--- config.mk ---
export PLATFORM = sky130hd
export DESIGN_NAME = fss_cell
export DESIGN_NICKNAME = d
export VERILOG_FILES = /design/src/assert_macros.svh /design/src/fss_pkg.sv /design/src/fss_cell.sv
export SDC_FILE = /design/constraint.sdc
export NUM_CORES = 1
export LEC_CHECK = 0
export ABC_AREA = 1
export ABC_CLOCK_PERIOD_IN_PS = 1150
export BUFFER_PORTS_ARGS = -buffer_cell sky130_fd_sc_hd__buf_2
export CORE_MARGIN = 8
export CORE_UTILIZATION = 41
export CTS_BUF_LIST = sky130_fd_sc_hd__clkbuf_2
export CTS_CLUSTER_DIAMETER = 80
export DETAILED_ROUTE_END_ITERATION = 16
export PLACE_DENSITY = 0.83
export SLEW_MARGIN = 40
export SYNTH_ARGS = -nofsm -noshare
export SYNTH_HDL_FRONTEND = slang
export SYNTH_SLANG_ARGS = --single-unit
--- constraint.sdc ---
create_clock -name clk -period 1.15 [get_ports clk]
set_input_delay 0 -clock clk [delete_from_list [all_inputs] [get_ports clk]]
set_output_delay 0 -clock clk [all_outputs]
set_load 0.02 [all_outputs]
--- src/assert_macros.svh ---
// ----------------------------------------------------------------------------
// Assertion macros
// Shared concurrent assertion wrappers; define NO_ASSERTIONS to drop them.
// ----------------------------------------------------------------------------
`ifndef ASSERT_MACROS_SVH
`define ASSERT_MACROS_SVH

`ifndef NO_ASSERTIONS

`define ASSERT_PROP(lbl, clk_sig, rst_n_sig, prop, msg) \
	lbl: assert property (@(posedge clk_sig) disable iff (!rst_n_sig) prop) \
		else $error(msg);

`define ASSERT_NEVER(lbl, clk_sig, rst_n_sig, expr, msg) \
	lbl: assert property (@(posedge clk_sig) disable iff (!rst_n_sig) !(expr)) \
		else $error(msg);

`else

`define ASSERT_PROP(lbl, clk_sig, rst_n_sig, prop, msg)

`define ASSERT_NEVER(lbl, clk_sig, rst_n_sig, expr, msg)

`endif

`endif

--- src/fss_pkg.sv ---
// ----------------------------------------------------------------------------
// fss_pkg
// Types, constants and helpers shared by the fuzzy subsequence scorer.
// ----------------------------------------------------------------------------
`default_nettype none

package fss_pkg;

	localparam int QUERY_CAP_DEF = 256;
	localparam int CAND_CAP_DEF  = 1024;

	localparam int CHAR_W  = 8;
	localparam int SCORE_W = 11;
	localparam int BEST_W  = 10;
	localparam int MLEN_W  = 9;

	localparam logic [SCORE_W-1:0] CELL_MAX = {SCORE_W{1'b1}};
	localparam logic [BEST_W-1:0]  BEST_MAX = {BEST_W{1'b1}};

	typedef enum logic [1:0] {
		ACT_CLEAR  = 2'd0,
		ACT_APPEND = 2'd1,
		ACT_CHAR   = 2'd2,
		ACT_END    = 2'd3
	} action_t;

	// Word handed from one cell to the next. The scores are the row's values
	// from before the column that travels with them.
	typedef struct packed {
		logic               valid;
		logic [CHAR_W-1:0]  ch;
		logic [SCORE_W-1:0] pmax;
		logic [SCORE_W-1:0] pcol;
		logic               tok;
		logic [SCORE_W-1:0] tok_val;
	} fss_link_t;

	typedef struct packed {
		logic              clr;
		logic              wr;
		logic [CHAR_W-1:0] wr_char;
	} fss_ctrl_t;

	function automatic logic [CHAR_W-1:0] fold_case(input logic [CHAR_W-1:0] c);
		if (c >= 8'h41 && c <= 8'h5A) begin
			return c + 8'h20;
		end
		return c;
	endfunction

endpackage

`default_nettype wire

--- src/fss_cell.sv ---
// ----------------------------------------------------------------------------
// fss_cell
// One query row: holds its character and running scores, passes the column on.
// ----------------------------------------------------------------------------
`default_nettype none

module fss_cell import fss_pkg::*; #(
	parameter int QUERY_CAPACITY = QUERY_CAP_DEF,
	parameter int IDX = 0,
	localparam int QLW = $clog2(QUERY_CAPACITY + 1)
) (
	input  wire logic           clk,
	input  wire logic           arst_n,
	input  wire fss_ctrl_t      ctrl,
	input  wire logic [QLW-1:0] qlen,
	input  wire fss_link_t      link_in,
	output fss_link_t           link_out
);

	localparam logic [QLW-1:0] MY_IDX   = QLW'(IDX);
	localparam logic [QLW-1:0] LAST_LEN = QLW'(IDX + 1);

	logic [CHAR_W-1:0]  qchar_q;
	logic [SCORE_W-1:0] pmax_q;
	logic [SCORE_W-1:0] pcol_q;
	fss_link_t          link_q;

	logic               is_last;
	logic               hit;
	logic [SCORE_W:0]   b1;
	logic [SCORE_W:0]   b3;
	logic [SCORE_W:0]   bmax;
	logic [SCORE_W-1:0] chained;
	logic [SCORE_W-1:0] cell_score;

	assign is_last = (qlen == LAST_LEN);
	assign hit     = (qchar_q == link_in.ch);

	always_comb begin
		b1 = (link_in.pmax != '0) ? ({1'b0, link_in.pmax} + (SCORE_W+1)'(1)) : '0;
		b3 = (link_in.pcol != '0) ? ({1'b0, link_in.pcol} + (SCORE_W+1)'(3)) : '0;
		bmax = (b3 > b1) ? b3 : b1;
		chained = (bmax > {1'b0, CELL_MAX}) ? CELL_MAX : bmax[SCORE_W-1:0];
		if (!hit) begin
			cell_score = '0;
		end else if (IDX == 0) begin
			cell_score = SCORE_W'(1);
		end else begin
			cell_score = chained;
		end
	end

	// Query characters are stored already folded.
	always_ff @(posedge clk) begin
		if (ctrl.wr && qlen == MY_IDX) begin
			qchar_q <= ctrl.wr_char;
		end
	end

	always_ff @(posedge clk or negedge arst_n) begin
		if (!arst_n) begin
			pmax_q <= '0;
			pcol_q <= '0;
			link_q <= '0;
		end else if (ctrl.clr) begin
			pmax_q <= '0;
			pcol_q <= '0;
			link_q <= '0;
		end else begin
			link_q.valid   <= link_in.valid;
			link_q.ch      <= link_in.ch;
			link_q.pmax    <= pmax_q;
			link_q.pcol    <= pcol_q;
			link_q.tok     <= link_in.tok;
			link_q.tok_val <= (link_in.tok && is_last) ? pmax_q : link_in.tok_val;
			if (link_in.valid) begin
				pcol_q <= cell_score;
				if (cell_score > pmax_q) begin
					pmax_q <= cell_score;
				end
			end else if (link_in.tok) begin
				// The end word follows the last column, so the row can start over.
				pmax_q <= '0;
				pcol_q <= '0;
			end
		end
	end

	assign link_out = link_q;

endmodule

`default_nettype wire

; Yosys cells after proc, flatten, opt, wreduce, memory -nomap -nowiden
; Index checks and enable logic that the tools add are counted.
[op_classes]
magnitude_cmp = 1
n_eq_ne = 3
muxes = 9
n_reduce_logical = 5
[ops]
columns = operator, n
row1 = 2-to-1 mux 11 bit, 7
row2 = 2-to-1 mux 43 bit, 1
row3 = > comparator 1 x 11 -> 1 bit, 1
row4 = "equality test 9 x 1 -> 1 bit, second input constant", 1
row5 = logical NOT 9 bit, 1
row6 = equality test 8 bit, 1
row7 = "!= test 3 x 2 -> 1 bit, second input constant", 1
row8 = nonzero test 3 bit, 1
row9 = logical AND 1 bit, 2
row10 = AND reduction 2 bit, 1
row11 = 2-to-1 mux 1 bit, 1
[word_totals]
register_bits = 73
inputBits = 64
output_inout_bits = 43
elab_cells = 27

; Depth between registers and ports, before layout
; Gate-level depths: netlist of the first run.
[logic_depth]
word_depth = 6
depth_mapped = 8
ltp_nobuf = 8

; Worst setup path before layout of the first run
; Ideal clock, no wire load.
[synth_timing]
kind = in2reg
from = in qlen[4]
to = reg qchar_q[0], enable pin
arrival_time_ns = 1.071
required_time_ns = 0.755
setup_slack_ns = -0.316
stages = 3
n_path_buf = 0
path_cell_list = nor2_1 > nand2_1 > nor4_1
[synth_via]
elab_chain_len = 2
[synth_lines]
columns = item, line_no
row1 = from (decl), fss_cell.sv:15  ; input wire logic [QLW-1:0] qlen,
row2 = logical NOT 9 bit, fss_cell.sv:55  ; if (ctrl.wr && qlen == MY_IDX) begin
row3 = logical AND 1 bit, fss_cell.sv:55
row4 = to (signal assigned), fss_cell.sv:56  ; qchar_q <= ctrl.wr_char;
row5 = to (decl), fss_cell.sv:23  ; logic [CHAR_W-1:0] qchar_q;
; No other way between the ends.
; A chain may end at the register's enable or synchronous reset.

; Worst setup path in the final report of the first run
[layout_timing]
from = in ctrl[9] (netlist bit)
to = reg link_q, in the netlist link_out[41]
[layout_via]
elab_chain_len = 1
[layout_lines]
columns = item, line_no
row1 = from (decl), fss_cell.sv:14  ; input wire fss_ctrl_t ctrl,
row2 = 2-to-1 mux 43 bit, fss_cell.sv:65  ; end else if (ctrl.clr) begin
row3 = to (decl), fss_cell.sv:26  ; fss_link_t link_q;
; No other way between the ends.

==> out/results.tsv, run 1 <==
metric	value	unit
slowest CP cell	dlygate4sd3_1	
crit path kind	in -> reg	
Post-Syn Area	1439	µm²
row cnt	21	
area of the multi-input gates	387.9	µm²
total gr overflow	0	
Setup Viol. Count Final	0	
Die ar.	5661	µm²
Die X-Extent	75.24	µm
sequential area share after synthesis	60.17	%
crit-path cells	dlygate4sd3_1 -> clkbuf_4 -> nor2_1 -> dlygate4sd3_1	
crit path buf inv count	3	
Post-CTS Setup Repair Bufs	0	
Yosys top cell area share	43.48	%
Routed Wire Length	3775	µm
Tightest Pin Transition	0.5291	ns
status	completed	
vias in the first global route	1391	
Synth Register Bits	33	
WP data arrival	1.42	ns
via/cell ratio	4.148	
GPL Wtd Cong	0.7642	
Reg clk slew, reported paths	0.15	ns
number of max-cap violations	0	
Synth Instances	156	
worst-path fanout max	12	
Synth-to-Final Area Change	50.96	%
antenna violations before repair	0	
yosys warns	0	
PD cells	988.4	nW/µm²
pin count of the biggest net entering global routing	26	
Nets	328	
pre-CTS WS	0.07557	ns
Root Buffer	clkbuf_2	
H-Tree Level Count	2	
Num Clock Sinks	33	
delay-heaviest family, CP	buffers and inverters	
# DRC	0	
TritonCTS clock tree	done	
VDD IR-drop max	0.0004404	V
vias	1286	
Worst-Skew Late Latency	0.37	ns
Setup Skew	0.02436	ns
clock period minus final worst setup slack	1.132	ns
crit-path most repeated cell	dlygate4sd3_1	
share of cells above drive strength 1	28.41	%
post-route ant nets	0	
DP HPWL	2501	µm
Worst EP required	1.44	ns
FF+latch area	865.8	µm²
TritonCTS buffer count	5	
die height	75.24	µm
Initial Util	42.78	%
Pins Over Slew Limit	0	
relative slew slack	64.73	%
first-pass GRT wire length	5830	µm
leak pwr	0.001241	µW
I/O Pins	107	
antenna cells	0	
Yosys cell types	18	
Routed WL per cell	12.18	µm
Fill cells	288	
Area contributors post-synth	dfrtp_1, edfxtp_1, buf_4, nor2_1, inv_1	
fin crit share	98.44	%
Max clock buf depth	2	
Core Util, Final	64.58	%
All-Layer GR Usage	14.13	%
slowest cell delay on critical path	0.56	ns
post-route setup TNS	0	ns
Worst setup EP type	flop	
Startpoint Class	primary input	
Post-Layout Cell Count	310	
drt first pass iters	4	
Cells after DPL	265	
leading area contributor after synthesis	dfrtp_1	
Fmax	883.3	MHz
final worst setup slack	0.01794	ns
drt initial violations	43	
Min-Delay Path Class	in -> reg	
# port buffers	64	
Final Hold Fails	0	
core area	3363	µm²
Synth Area per Inst	9.224	µm²
[path summary, 6_finish.rpt]
kind                       startpoint            to  slack, ns  cells past startpoint
max                           ctrl[9]  link_out[41]       0.02                      4
min                           qlen[8]   link_out[0]       0.01                      5
max reg2reg                qchar_q[2]     pcol_q[0]       0.16                      5
min reg2reg                 pcol_q[0]  link_out[12]       0.51                      2
max in group asynchronous      arst_n  link_out[40]       0.64                      2
min in group asynchronous      arst_n     pcol_q[0]       0.13                      2
[synthesized netlist by cell type]
cell,instances
nor2_1,35
inv_1,30
dfrtp_1,25
nand2_1,22
buf_4,20
edfxtp_1,8
nand3_1,4
o21ai_0,2
a21oi_1,1
buf_2,1
conb_1,1
inv_2,1
nand4_1,1
nor2_2,1
nor3_1,1
nor4_1,1
o21ai_4,1
xnor2_1,1
[metrics by stage]
step           hold slack, ns  total power [µW]  cell area [µm²]
3_3_place_gp         0.002143              1583             1755
4_1_cts              0.006657              2151             2170
6_report              0.01099              2147             2172
2_1_floorplan         -0.2956              1499             1525
3_5_place_dp         0.005005              1592             1755
5_1_grt               0.06596              2255             2172
[tightest hold or removal path: cells and delay by family]
kind,cells,cell delay (ns)
buf+inv,1,0.09
simple gates,4,0.26
[what timing repair did]
item | CTS | global route
hold buffers | 38 | 0
resized for setup | 0 | 1
setup endpoints to repair | 0 | 3
endpoints found under the hold margin | 58 | 0
[cell type report]
type                            instances  area share (%)
Clock buffer                            6           1.382
Clock inverter                          1          0.1728
Inverter                               31           5.357
Multi-Input combinational cell         90           17.86
Sequential cell                        33           39.86
Tap cell                               46           2.650
Timing Repair Buffer                  103           32.72
[where the power goes]
group	internal [µW]	switching (µW)	leakage, µW
Clock	142	326	0.0000265
Sequential	1240	8.53	0.000398
Combinational	188	246	0.000816
Total	1570	581	0.00124
[cell families after synthesis]
kind of cell / after synthesis / synth area share, %
AOI/OAI and AO/OA: 4 / 2.174
buffers and inverters: 52 / 18.87
xor gates and xnor gates: 1 / 0.6088
DFF: 33 / 60.17
other: 1 / 0.2606
and+or+nand+nor: 65 / 17.91
[routing by layer]
layer  global-route usage (%)  wire length, µm
met5                        0                0
met3                    4.261              272
met2                    25.62             2052
met1                    13.46             1313
met4                    9.168              136
[state kept, by name, summed over array words and instances (netlist names)]
| signal | cells |
|---|---|
| qchar_q | 8 |
| pcol_q | 1 |
| link_out | 23 |
| pmax_q | 1 |
[layout by cell type (no fill, tap or decap)]
| master | n |
|---|---|
| a21oi_1 | 1 |
| buf_2 | 63 |
| buf_4 | 1 |
| clkbuf_2 | 6 |
| clkbuf_4 | 1 |
| clkinv_1 | 1 |
| conb_1 | 20 |
| dfrtp_1 | 25 |
| dlygate4sd3_1 | 38 |
| edfxtp_1 | 8 |
| inv_1 | 30 |
| inv_2 | 1 |
| nand2_1 | 22 |
| nand3_1 | 4 |
| nand4_1 | 1 |
| nor2_1 | 35 |
| nor2_2 | 1 |
| nor3_1 | 1 |
| nor4_4 | 1 |
| o21ai_0 | 2 |
| o21ai_4 | 1 |
| xnor2_1 | 1 |
Power figures use the tool's default switching activity.
==> run 2: changes to the inputs <==
--- a/config.mk
+++ b/config.mk
@@ -13,7 +13,7 @@
 export CTS_BUF_LIST = sky130_fd_sc_hd__clkbuf_2
 export CTS_CLUSTER_DIAMETER = 80
 export DETAILED_ROUTE_END_ITERATION = 16
-export PLACE_DENSITY = 0.83
+export PLACE_DENSITY = 0.81
 export SLEW_MARGIN = 40
 export SYNTH_ARGS = -nofsm -noshare
 export SYNTH_HDL_FRONTEND = slang
==> run 2 against run 1 <==
  * The run now ends with negative setup slack left
  * Core utilization rose by 1.3 points
  * Clock skew fell by 0.0051 ns
  * Sequential share of layout area fell by 0.79 points
  * Sequential cell count did not move
  * Routed wire length rose by 2.3%
  * Via count rose by 0.39%
  * Power rose by 2.6%
  * Register-to-register slack improved by 0.02 ns
  * Critical path depth did not move
  * Cell count rose by 1.6%
  * Critical endpoint is now link_out[34]
  * Largest power group unchanged
==> out/results.tsv, run 2 (synthesis gave the netlist of run 1 again) <==
metric	value	unit	change
status	finished, violations left		
failing checks	negative setup slack		
first-pass GRT wire length	5968	µm	+2.4%
vias in the first global route	1439		+3.5%
Initial Util	42.78	%	unchanged
share of cells above drive strength 1	29.85	%	+1.4 points
Post-Layout Cell Count	315		+1.6%
Routed Wire Length	3863	µm	+2.3%
Worst-Skew Late Latency	0.35	ns	-0.02 ns
Max clock buf depth	2		unchanged
slowest CP cell	dlygate4sd3_1		
Fmax	819.2	MHz	-7.3%
H-Tree Level Count	2		unchanged
WHS	0.09805	ns	+0.08706 ns
Die ar.	5661	µm²	unchanged
Root Buffer	clkbuf_2		
TritonCTS buffer count	5		unchanged
die height	75.24	µm	unchanged
post-route ant nets	0		unchanged
vias	1291		+0.39%
antenna violations before repair	1		+1
clock period minus final worst setup slack	1.221	ns	+0.08864 ns
Die X-Extent	75.24	µm	unchanged
number of max-cap violations	0		unchanged
pin count of the biggest net entering global routing	26		unchanged
# port buffers	64		unchanged
All-Layer GR Usage	14.35	%	+0.22 points
Min-Delay Path Class	in -> reg		
final worst setup slack	-0.07070	ns	-0.08864 ns
drt initial violations	37		-14%
Setup Viol. Count Final	1		+1
Worst EP required	1.43	ns	about the same
core area	3363	µm²	unchanged
Final Hold Fails	0		unchanged
WP data arrival	1.51	ns	+0.09 ns
max FFs per register	23		unchanged
Reg clk slew, reported paths	0.15	ns	about the same
Routed WL per cell	12.26	µm	+0.71%
Worst setup EP type	flop		
DP HPWL	2495	µm	-0.27%
# DRC	0		unchanged
drt first pass iters	4		unchanged
PD cells	993.7	nW/µm²	+0.54%
leak pwr	0.001264	µW	+1.8%
TritonCTS clock tree	done		
via/cell ratio	4.098		-1.2%
Startpoint Class	primary input		
delay-heaviest family, CP	buffers and inverters		
VDD IR-drop max	0.0004313	V	-2.1%
most frequent cells in the layout	buf_2, dlygate4sd3_1, nor2_1, inv_1, dfrtp_1		
fin crit share	106.1	%	+7.7 points
I/O Pins	107		unchanged
Nets	331		+0.91%
worst-path fanout max	12		unchanged
Pins Over Slew Limit	0		unchanged
crit-path cells	dlygate4sd3_1 -> buf_4 -> nor2_1 -> dlygate4sd3_1		
crit path buf inv count	3		unchanged
relative slew slack	65.20	%	+0.47 points
GPL Wtd Cong	0.7593		-0.64%
slowest cell delay on critical path	0.60	ns	+0.04 ns
row cnt	21		unchanged
crit path kind	in -> reg		
most common cell after layout, fill and taps aside	buf_2		
Num Clock Sinks	33		unchanged
Setup Skew	0.01929	ns	-0.005066 ns
Cells after DPL	265		unchanged
Synth-to-Final Area Change	54.00	%	
crit-path most repeated cell	dlygate4sd3_1		
Tightest Pin Transition	0.5220	ns	-0.007045 ns
total gr overflow	0		unchanged
-- run 2: cell type report --
cell class / count / area [µm²]
fillers: 288 / 1147
flip-flops and latches: 33 / 865.8
well taps: 46 / 57.56
diodes: 1 / 2.502
multi-input cells: 90 / 392.9
repair buffers: 106 / 740.7
clock buffers: 8 / 40.04
inverters: 31 / 116.4
-- run 2: stage by stage --
stage	setup WS, ns	cell area (µm²)	setup TNS (ns)	power, µW	utilization [%]
floorplan	0.1560	1525	0	1499	-
global placement	0.1010	1755	0	1583	52.19
detailed placement	0.1034	1755	0	1590	52.19
CTS	0.02578	2206	0	2193	65.59
global route	-0.06487	2216	-0.06487	2308	65.89
finish	-0.07070	2216	-0.07070	2202	65.89
-- run 2: worst register-to-register path: stages (launching register included) --
cell,delay [ns]
edfxtp_1,0.42
nand2_1,0.11
nand2_1,0.07
nor3_1,0.15
nand3_1,0.13
nand2_1,0.07
-- run 2: final timing paths --
| check | startpoint | end | slack (ns) | cells after the start |
|---|---|---|---|---|
| max in group asynchronous | arst_n | link_out[4] | 0.65 | 2 |
| min reg2reg | pcol_q[0] | link_out[12] | 0.50 | 2 |
| min in group asynchronous | arst_n | link_out[3] | 0.14 | 2 |
| max | ctrl[9] | link_out[34] | -0.07 | 4 |
| min | qlen[7] | link_out[6] | 0.1 | 5 |
| max reg2reg | qchar_q[2] | pcol_q[0] | 0.18 | 5 |
-- run 2: what timing repair did --
item                       CTS  global route
hold endpoints to repair    58             0
hold buffers                41             0
setup buffers                0             0
setup endpoints to repair    0             8
gates resized for setup      0             5
-- run 2: metal layers --
metal	up-vias	global-route usage (%)	share of wire (%)
met4	0	11.94	4.6
li1	641	-	-
met3	17	4.794	7.5
met5	-	0	0
met1	563	13.13	33
met2	70	25.14	55
-- run 2: power by group --
group	switching, µW	leakage (µW)	internal (µW)	total (µW)
combinational	250	0.000832	196	446
sequential	7.88	0.000398	1240	1240
clock	332	0.0000332	180	512
total	590	0.00126	1610	2200
